### config.mk
export PLATFORM = sky130hd
export DESIGN_NAME = bit_field_packer_unpacker
export DESIGN_NICKNAME = d
export VERILOG_FILES = /design/src/sv/bfpu_pkg.sv /design/src/sv/bit_field_packer_unpacker.sv
export SDC_FILE = /design/constraint.sdc
export NUM_CORES = 2
export LEC_CHECK = 0
export BUFFER_PORTS_ARGS = -buffer_cell sky130_fd_sc_hd__buf_2
export CORE_UTILIZATION = 58
export DETAILED_ROUTE_END_ITERATION = 10
export PLACE_DENSITY_LB_ADDON = 0.12
export SYNTH_ARGS = -nofsm -noshare
export SYNTH_HDL_FRONTEND = slang
export SYNTH_SLANG_ARGS = --single-unit
### constraint.sdc
create_clock -name clk -period 66.3 [get_ports clk]
set_input_delay 9.945 -clock clk [delete_from_list [all_inputs] [get_ports clk]]
set_output_delay 9.945 -clock clk [all_outputs]
set_load 0.1 [all_outputs]
### src/sv/bfpu_pkg.sv
// shared types and constants of the bit field packer and unpacker
`default_nettype none

package bfpu_pkg;

  // buffer geometry
  localparam int BUF_BYTES      = 256;
  localparam int ADDR_W         = $clog2(BUF_BYTES);
  localparam int CAP_BITS       = BUF_BYTES * 8;
  localparam int MAX_FIELD_BITS = 32;

  // fixed field widths
  localparam int CMD_W = 3;
  localparam int FB_W  = 6;
  localparam int VAL_W = 32;
  localparam int LEN_W = 12;
  localparam int ST_W  = 2;

  // commands
  localparam logic [CMD_W-1:0] CMD_CLEAR     = 3'd0;
  localparam logic [CMD_W-1:0] CMD_APPEND    = 3'd1;
  localparam logic [CMD_W-1:0] CMD_REPLACE   = 3'd2;
  localparam logic [CMD_W-1:0] CMD_FETCH_LSB = 3'd3;
  localparam logic [CMD_W-1:0] CMD_FETCH_MSB = 3'd4;

  // status codes
  localparam logic [ST_W-1:0] ST_OK        = 2'd0;
  localparam logic [ST_W-1:0] ST_REPL_OOR  = 2'd1;
  localparam logic [ST_W-1:0] ST_FETCH_END = 2'd2;
  localparam logic [ST_W-1:0] ST_FULL      = 2'd3;

  typedef struct packed {
    logic [CMD_W-1:0] cmd;
    logic [FB_W-1:0]  field_bits;
    logic [VAL_W-1:0] field_value;
    logic [LEN_W-1:0] bit_position;
  } req_t;

  typedef struct packed {
    logic [VAL_W-1:0] read_value;
    logic [ST_W-1:0]  status;
    logic [LEN_W-1:0] length_bits;
    logic [LEN_W-1:0] read_pos;
  } rsp_t;

endpackage

`default_nettype wire

### src/sv/bit_field_packer_unpacker.sv
// bit field packer and unpacker: command sequencer around a byte-wide buffer memory
// Sequence: a command touching k buffer bytes (1 to 5) runs S_RD and S_MOD per byte,
// then S_FIN, after which the result strobe rises; clear, zero-width and failing
// commands go straight to S_FIN. Start is taken only while idle. Each byte needs a read
// and, on append/replace, a write of the single-port buffer. The receiver cannot stall.
// Reset: write length, read position and control clear; buffer contents stay undefined.
`default_nettype none

module bit_field_packer_unpacker (
  input  wire                logic clk,
  input  wire                logic rst,
  input  wire                logic start,
  input  wire                bfpu_pkg::req_t req,
  output logic               busy,
  output logic               done,
  output bfpu_pkg::rsp_t     rsp
);

  localparam int BIT_W = bfpu_pkg::LEN_W;

  // sequencer states
  localparam logic [1:0] S_IDLE = 2'd0;
  localparam logic [1:0] S_RD   = 2'd1;
  localparam logic [1:0] S_MOD  = 2'd2;
  localparam logic [1:0] S_FIN  = 2'd3;

  logic [1:0]                     state;
  logic [bfpu_pkg::CMD_W-1:0]     op;
  logic [bfpu_pkg::ST_W-1:0]      status;
  logic [BIT_W-1:0]               write_length;
  logic [BIT_W-1:0]               read_position;
  logic [BIT_W-1:0]               bitp;
  logic [bfpu_pkg::FB_W-1:0]      rem;
  logic [bfpu_pkg::FB_W-1:0]      got;
  logic [bfpu_pkg::VAL_W-1:0]     val_sr;
  logic [bfpu_pkg::VAL_W-1:0]     acc;

  // buffer memory
  logic [7:0]                     mem [bfpu_pkg::BUF_BYTES];
  logic [bfpu_pkg::ADDR_W-1:0]    mem_addr;
  logic                           mem_we;
  logic [7:0]                     mem_wdata;
  logic [7:0]                     mem_rdata;

  always_ff @(posedge clk) begin
    if (mem_we) begin
      mem[mem_addr] <= mem_wdata;
    end
    mem_rdata <= mem[mem_addr];
  end

  // command checks at accept
  logic                           accept;
  logic [bfpu_pkg::FB_W-1:0]      n_clip;
  logic [BIT_W:0]                 wl_sum;
  logic [BIT_W:0]                 pos_sum;
  logic [BIT_W:0]                 rp_sum;

  assign accept = start && !busy;
  assign n_clip = (req.field_bits > bfpu_pkg::FB_W'(bfpu_pkg::MAX_FIELD_BITS))
                  ? bfpu_pkg::FB_W'(bfpu_pkg::MAX_FIELD_BITS) : req.field_bits;
  assign wl_sum  = {1'b0, write_length} + (BIT_W+1)'(n_clip);
  assign pos_sum = {1'b0, req.bit_position} + (BIT_W+1)'(n_clip);
  assign rp_sum  = {1'b0, read_position} + (BIT_W+1)'(n_clip);

  // per-byte chunk of the field
  logic [2:0]                     off;
  logic [3:0]                     room;
  logic [3:0]                     take;
  logic [7:0]                     tmask;
  logic [7:0]                     chunk;
  logic [bfpu_pkg::FB_W-1:0]      rem_left;

  assign off      = bitp[2:0];
  assign room     = 4'd8 - {1'b0, off};
  assign take     = (bfpu_pkg::FB_W'(room) > rem) ? rem[3:0] : room;
  assign tmask    = 8'((9'd1 << take) - 9'd1);
  assign chunk    = (mem_rdata >> off) & tmask;
  assign rem_left = rem - bfpu_pkg::FB_W'(take);

  // memory port control
  always_comb begin
    mem_addr  = bitp[bfpu_pkg::ADDR_W+2:3];
    mem_we    = (state == S_MOD) &&
                (op == bfpu_pkg::CMD_APPEND || op == bfpu_pkg::CMD_REPLACE);
    mem_wdata = 8'((mem_rdata & ~8'(tmask << off)) | 8'((val_sr[7:0] & tmask) << off));
  end

  assign busy = (state != S_IDLE);

  // sequencer
  always_ff @(posedge clk) begin
    if (rst) begin
      state         <= S_IDLE;
      done          <= 1'b0;
      write_length  <= '0;
      read_position <= '0;
      op            <= bfpu_pkg::CMD_CLEAR;
      status        <= bfpu_pkg::ST_OK;
    end else begin
      done <= 1'b0;
      unique case (state)
        S_IDLE: begin
          if (accept) begin
            op     <= req.cmd;
            rem    <= n_clip;
            got    <= '0;
            acc    <= '0;
            val_sr <= req.field_value;
            status <= bfpu_pkg::ST_OK;
            state  <= S_FIN;
            unique case (req.cmd)
              bfpu_pkg::CMD_CLEAR: begin
                write_length  <= '0;
                read_position <= '0;
              end
              bfpu_pkg::CMD_APPEND: begin
                if (wl_sum > (BIT_W+1)'(bfpu_pkg::CAP_BITS)) begin
                  status <= bfpu_pkg::ST_FULL;
                end else begin
                  bitp         <= write_length;
                  write_length <= wl_sum[BIT_W-1:0];
                  if (n_clip != '0) state <= S_RD;
                end
              end
              bfpu_pkg::CMD_REPLACE: begin
                if (pos_sum > {1'b0, write_length}) begin
                  status <= bfpu_pkg::ST_REPL_OOR;
                end else begin
                  bitp <= req.bit_position;
                  if (n_clip != '0) state <= S_RD;
                end
              end
              bfpu_pkg::CMD_FETCH_LSB, bfpu_pkg::CMD_FETCH_MSB: begin
                if (rp_sum > {1'b0, write_length}) begin
                  status <= bfpu_pkg::ST_FETCH_END;
                end else begin
                  bitp          <= read_position;
                  read_position <= rp_sum[BIT_W-1:0];
                  if (n_clip != '0) state <= S_RD;
                end
              end
              default: begin
              end
            endcase
          end
        end
        // read issued, data arrives next cycle
        S_RD: begin
          state <= S_MOD;
        end
        // merge or gather one byte
        S_MOD: begin
          val_sr <= val_sr >> take;
          if (op == bfpu_pkg::CMD_FETCH_LSB) begin
            acc <= acc | (bfpu_pkg::VAL_W'(chunk) << got);
          end else if (op == bfpu_pkg::CMD_FETCH_MSB) begin
            acc <= (acc << take) | bfpu_pkg::VAL_W'(chunk);
          end
          rem   <= rem_left;
          got   <= got + bfpu_pkg::FB_W'(take);
          bitp  <= bitp + BIT_W'(take);
          state <= (rem_left == '0) ? S_FIN : S_RD;
        end
        // result beat
        S_FIN: begin
          done  <= 1'b1;
          state <= S_IDLE;
        end
        default: begin
          state <= S_IDLE;
        end
      endcase
    end
  end

  // result payload
  always_ff @(posedge clk) begin
    if (state == S_FIN) begin
      rsp.read_value  <= acc;
      rsp.status      <= status;
      rsp.length_bits <= write_length;
      rsp.read_pos    <= read_position;
    end
  end

endmodule

`default_nettype wire
### Word-level counts from Yosys, hierarchy flattened

Memory sizes are Yosys's and may differ from the RTL's. A register that Yosys moved wholly into a read port is not among the register bits.
Cells that the tools add are included.

* register bits: 178
* bits in writable memories: 2048
* input bits: 56
* output and inout port bits: 60
* logic and storage cells: 119
* memories kept: 1

* $add $sub $neg: 8
* magnitude comparators: 5
* equality and inequality tests: 19
* shift-type cells: 7
* mux-type cells: 37
* bitwise operators: 8
* reductions and logical operators: 19

Memory list
* mem: depth 256, width 8, rd ports 1, clocked after memory_dff 1, wr ports 1, line bit_field_packer_unpacker.sv:39 `logic [7:0] mem [bfpu_pkg::BUF_BYTES];`

Operators by type and width (count)
* $mux W32: 4
* $pmux W32 S2: 2
* $mux W12: 6
* $pmux W12 S2: 3
* $add A12 B6 Y13: 3
* $pmux W12 S3: 1
* $or A32 B32 Y32: 1
* $or A32 B8 Y32: 1
* $shl A32 B4 Y32: 1
* $shl A8 B6 Y32: 1
* $shr A32 B4 Y32: 1
* $gt A13 B12 Y1: 2
* $and A8 B8 Y8: 3
* $pmux W6 S2: 2
* $mux W6: 3
* $mux W2: 8
* $shl A8 B3 Y8: 2
* $gt A13 B12 Y1 const B: 1
* $add A12 B4 Y12: 1
* $eq A3 B2 Y1 const B: 4
* $pmux W2 S3: 2
* $reduce_and A4 Y1: 3
* $ne A3 B3 Y1 const B: 3
* $not A8 Y8: 1
* 32 further kinds: 44

### Logic depth before layout (Yosys ltp)

* word-level depth: 10
* depth in mapped cells: 23
* depth with buffers taken out: 21

### Least setup slack after synthesis

Ideal clock, no wire load.

* path kind: register to register
* from: register bitp[0]
* to: memory mem[0][5], data pin
* data arrival time: 20.662 ns
* setup slack: 42.271 ns
* stages on the path, launching flop included: 23
* period minus slack after synthesis: 24.029 ns
* cells stage by stage: edfxtp_1 -> buf_2 -> clkinv_1 -> ha_1 -> xnor2_1 -> ha_1 -> and4_1 -> o21ai_1 -> o31ai_2 -> nor2_2 -> buf_2 -> buf_2 -> clkbuf_1 -> nand3_1 -> ha_1 -> clkbuf_1 -> nor4_1 -> mux2i_1 -> nor2_1 -> a21oi_1 -> o21ai_0 -> a21oi_1 -> o311ai_0

* word-level cells in the longest chain between the ends: 9

RTL lines
* from (decl): line bit_field_packer_unpacker.sv:32 `logic [BIT_W-1:0] bitp;`
* from (signal assigned): line bit_field_packer_unpacker.sv:121 `bitp <= write_length;`
* from (signal assigned): line bit_field_packer_unpacker.sv:130 `bitp <= req.bit_position;`
* from (signal assigned): line bit_field_packer_unpacker.sv:138 `bitp <= read_position;`
* $sub A4 B3 Y4: line bit_field_packer_unpacker.sv:75 `assign room = 4'd8 - {1'b0, off};`
* $gt A4 B6 Y1: line bit_field_packer_unpacker.sv:76 `assign take = (bfpu_pkg::FB_W'(room) > rem) ? rem[3:0] : room;`
* $mux W4: line bit_field_packer_unpacker.sv:76
* $shl A1 B4 Y8: line bit_field_packer_unpacker.sv:77 `assign tmask = 8'((9'd1 << take) - 9'd1);`
* $sub A8 B1 Y8: line bit_field_packer_unpacker.sv:77
* $shl A8 B3 Y8: line bit_field_packer_unpacker.sv:86 `mem_wdata = 8'((mem_rdata & ~8'(tmask << off)) | 8'((val_sr[7:0] & tmask) << off));`
* $not A8 Y8: line bit_field_packer_unpacker.sv:86
* $and A8 B8 Y8: line bit_field_packer_unpacker.sv:86
* $or A8 B8 Y8 *: line bit_field_packer_unpacker.sv:86
* via mem_wdata[5]: line bit_field_packer_unpacker.sv:42 `logic [7:0] mem_wdata;`
* to (decl): line bit_field_packer_unpacker.sv:39

Mark *: on every way through the listed nets, which the timed path passes. The rest lies on a longest branch.

### Final worst setup path

* from: input req[49] (netlist bit)
* to: register bitp[4], enable pin

* word-level cells in the longest chain between the ends: 6

RTL lines
* from (decl): line bit_field_packer_unpacker.sv:13 `input wire bfpu_pkg::req_t req,`
* $gt A6 B6 Y1: line bit_field_packer_unpacker.sv:60 `assign n_clip = (req.field_bits > bfpu_pkg::FB_W'(bfpu_pkg::MAX_FIELD_BITS))`
* $mux W6 *: line bit_field_packer_unpacker.sv:61 `? bfpu_pkg::FB_W'(bfpu_pkg::MAX_FIELD_BITS) : req.field_bits;`
* $add A12 B6 Y13, on equally long branches: line bit_field_packer_unpacker.sv:64, bit_field_packer_unpacker.sv:62, bit_field_packer_unpacker.sv:63
* $gt A13 B12 Y1, on equally long branches: line bit_field_packer_unpacker.sv:135, bit_field_packer_unpacker.sv:118, bit_field_packer_unpacker.sv:127
* $ne A3 B3 Y1 (no source line)
* $reduce_and A7 Y1 (no source line) *
* to (signal assigned): line bit_field_packer_unpacker.sv:130
* to (signal assigned): line bit_field_packer_unpacker.sv:138
* to (signal assigned): line bit_field_packer_unpacker.sv:162 `bitp <= bitp + BIT_W'(take);`

Mark *: on every way between the ends. The rest lies on a longest branch, timed or not.
A chain may end at the register's enable or synchronous reset.

==> results.py <==
metrics = {
    "run_status": {
        "outcome": "complete, no violations",
    },
    "global_route": {
        "overflow": 0,
        "grt_pass1_wl_mm": 334,
        "antenna_found_initial": 7,
        "grt.total_usage": 0.285,
        "grt_pass1_vias": 47775,
        "grt_max_degree": 256,
    },
    "power": {
        "powerDensity_nw_per_um2": 31.0,
        "peakVddDrop_v": 0.0000297,
        "fin_total_pwr_mw": 3.20,
        "leakage_nw": 32.8,
    },
    "floorplanning": {
        "start_util": 0.586,
        "num_rows": 146,
        "core_area_sq_um": 159000,
        "die_w_microns": 403,
        "die-area_sq_um": 162000,
        "die_height_microns": 403,
        "ioPinCount": 116,
    },
    "route": {
        "drt_pass1_iterations": 6,
        "drtIter0Drc": 6098,
        "vias_per_cell": 6.69,
        "num_vias": 48232,
        "drc": 0,
        "antenna_left": 0,
        "wl_per_cell_microns": 31.7,
        "wl_mm": 228,
    },
    "logic_synthesis": {
        "yosysSeqAreaShare": 0.716,
        "yosys_warnings": 0,
        "synth_cells": 4819,
        "async_flop_share": 0,
        "synth.avg_cell_area_sq_um": 19.3,
        "synth_edf_count": 2193,
        "ys_ff_latch": 2233,
        "synth_nets": 4940,
        "syn_area_sq_um": 93100,
        "synthFlopType": "edfxtp_1",
        "post_synth_num_cell_types": 94,
    },
    "sta": {
        "worst_slew_pin_slew_ns": 1.35,
        "setup_viol": 0,
        "skew_ns": 0.0645,
        "slew_headroom": 0.0984,
        "fin_crit_ns": 14.63,
        "final.setup.tns_ns": 0,
        "fmax_mhz": 68.3,
        "slew_violations": 0,
        "rsz0062_at_grt": "false",
        "fin_crit_sh": 0.221,
        "hold_viol_final": 0,
    },
    "finish": {
        "seqCellArea_sq_um": 66700,
        "final_nets": 5079,
        "multi_input_area_sq_um": 25300,
        "fill_cells": 10605,
        "syn2layout_area_growth_pct": 10.7,
        "drive_gt1_frac": 0.247,
    },
    "clock_tree": {
        "cts_tree": "built",
        "post-cts-setup-buffers": 0,
        "post_cts_resized": 0,
        "cts_buffers": 217,
        "clkSlewWorstSetupHoldPaths_ns": 0.06,
        "clock-sinks": 2233,
        "cts.path.max_buffers": 3,
        "clk_latency_ns": 0.86,
        "cts_root_buffer": "clkbuf_16",
        "holdBufCountCts": 0,
        "cts_htree_levels": 4,
    },
    "place": {
        "gp_congestion": 0.930,
        "hpwlAfterDp_mm": 138,
        "port_buffers": 115,
    },
    "setup_path": {
        "crit_type": "input pin to flip-flop",
        "crit_family": "simple AND/OR/NAND/NOR gates",
        "crit_arrival_ns": 15.07,
        "critical_path_peak_fanout": 11,
        "cpMostUsedCell": "nor2_1",
        "crit_path_max_incr_delay_ns": 0.76,
        "slowest_stage": "nor2_1",
        "cp-end-kind": "flip-flop",
        "worstRegToRegCells": 21,
        "cp_num_buf_inv": 2,
        "worstPathCellList": "buf_2 > nor2b_1 > ha_1 > inv_1 > fa_1 > nor2b_1 > o31a_1 > o21a_1 > nor2_1 > nor2_1 > and3_1 > xor2_1 > ha_1 > nand2_1 > nor2_1 > a2111oi_0 > o21ai_0 > o21a_1 > a31oi_1 > o221a_2 > nor2_1 > nor2_1",
        "cp-start-kind": "input pin",
        "crit_required_ns": 66.74,
        "cp.depth": 22,
    },
    "flow_run": {
        "maxCapViolations": 0,
    },
    "min_path": {
        "hold_path.class": "flip-flop to flip-flop",
        "hold_depth": 0,
    },
}
[sequential cells by signal, indices dropped and copies added, names as in the netlist, 8 cells and up]
| register | cells |
|---|---|
| val_sr | 32 |
| acc | 32 |
| mem | 2048 |
| read_position | 12 |
| mem_rdata | 8 |
| bitp | 11 |
| write_length | 12 |
| rsp | 58 |
[Yosys cell counts (23+ instances only)]
cell | count | share of area
clkbuf_1 | 145 | 0.0058
a211oi_1 | 39 | 0.0031
mux2_2 | 48 | 0.0058
inv_1 | 60 | 0.0024
ha_1 | 60 | 0.0081
dfxtp_1 | 40 | 0.0086
buf_1 | 32 | 0.0013
a21oi_1 | 101 | 0.0054
nand2_1 | 178 | 0.0072
o21ai_0 | 94 | 0.0051
xnor2_1 | 23 | 0.0022
buf_2 | 93 | 0.0050
edfxtp_1 | 2193 | 0.71
nor3_1 | 46 | 0.0025
nor2_1 | 381 | 0.015
mux4_2 | 664 | 0.16
mux2i_1 | 155 | 0.017
nand3_1 | 66 | 0.0035
nor2b_1 | 24 | 0.0016
[report_power, final]
| group | internal, mW | switching [mW] | total, mW |
|---|---|---|---|
| Clock | 0.702 | 0.524 | 1.23 |
| Sequential | 1.63 | 0.00845 | 1.64 |
| Combinational | 0.101 | 0.232 | 0.333 |
[through the flow]
step                       util  cells  hold slack, ns  setup WS, ns  area (sq um)
after global routing      0.649   7209           0.496         51.38        103000
final                     0.649   7210           0.500         51.67        103000
after global placement    0.604   6811           0.481         51.00         96000
after CTS                 0.649   7209           0.485         51.74        103000
after detailed placement  0.604   6811           0.467         50.85         96000
after floorplan               -   4819           0.406         42.27         93100
[cells in the final DEF, fill, tap and decap left out, drive strengths merged, types with 13 or more instances in the layout]
| cell type | n |
|---|---|
| bufinv | 22 |
| a211oi | 40 |
| buf | 196 |
| xnor2 | 23 |
| and3 | 13 |
| mux2i | 156 |
| nor4 | 13 |
| clkbuf | 278 |
| nand2 | 178 |
| a21oi | 101 |
| nor2 | 382 |
| or3 | 19 |
| xor2 | 16 |
| nor3 | 46 |
| and2 | 13 |
| ha | 60 |
| edfxtp | 2193 |
| inv | 67 |
| clkinv | 94 |
| mux4 | 664 |
| nand2b | 16 |
| nor2b | 25 |
| mux2 | 51 |
| o22ai | 17 |
| nand4 | 15 |
| a31oi | 19 |
| nand3 | 66 |
| dfxtp | 40 |
| a2111oi | 15 |
| o21ai | 97 |
[layout make-up]
class	instances	area share
timing repair buffer	196	0.0126
multi-input combinational	2245	0.245
antenna	1	0.0000243
sequential	2233	0.646
inverter	65	0.00238
tap	2072	0.0251
clock inverter	120	0.0127
clock buffer	278	0.0561
[layer usage]
metal | vias to the layer above | wire [microns] | track usage
li1 | 20209 | - | -
met5 | - | 12 | 0
met3 | 378 | 18200 | 0.0448
met2 | 2294 | 109000 | 0.445
met1 | 25349 | 93600 | 0.421
met4 | 2 | 7360 | 0.0900
[final timing paths]
kind,end,start,slack [ns]
worst max-delay path,bitp[4],req[49],51.67
worst min-delay path,rsp[25],status[1],0.50
worst max register to register,mem[98][6],bitp[0],57.45
worst min register to register,rsp[25],status[1],0.50
[cells by family (layout without fill, tap and decap cells)]
kind of cell / Yosys count / in the layout / share of synthesized area
AO/OA/AOI/OAI: 443 / 443 / 0.0330
other: 0 / 1 / 0
XOR/XNOR: 39 / 39 / 0.00367
AND/OR/NAND/NOR: 827 / 827 / 0.0397
multiplexers: 871 / 871 / 0.184
flip-flops: 2233 / 2233 / 0.716
buffers and inverters: 341 / 659 / 0.0153
adder cells (fa/ha/maj): 65 / 65 / 0.00913
(Power assumes the default switching activity.)
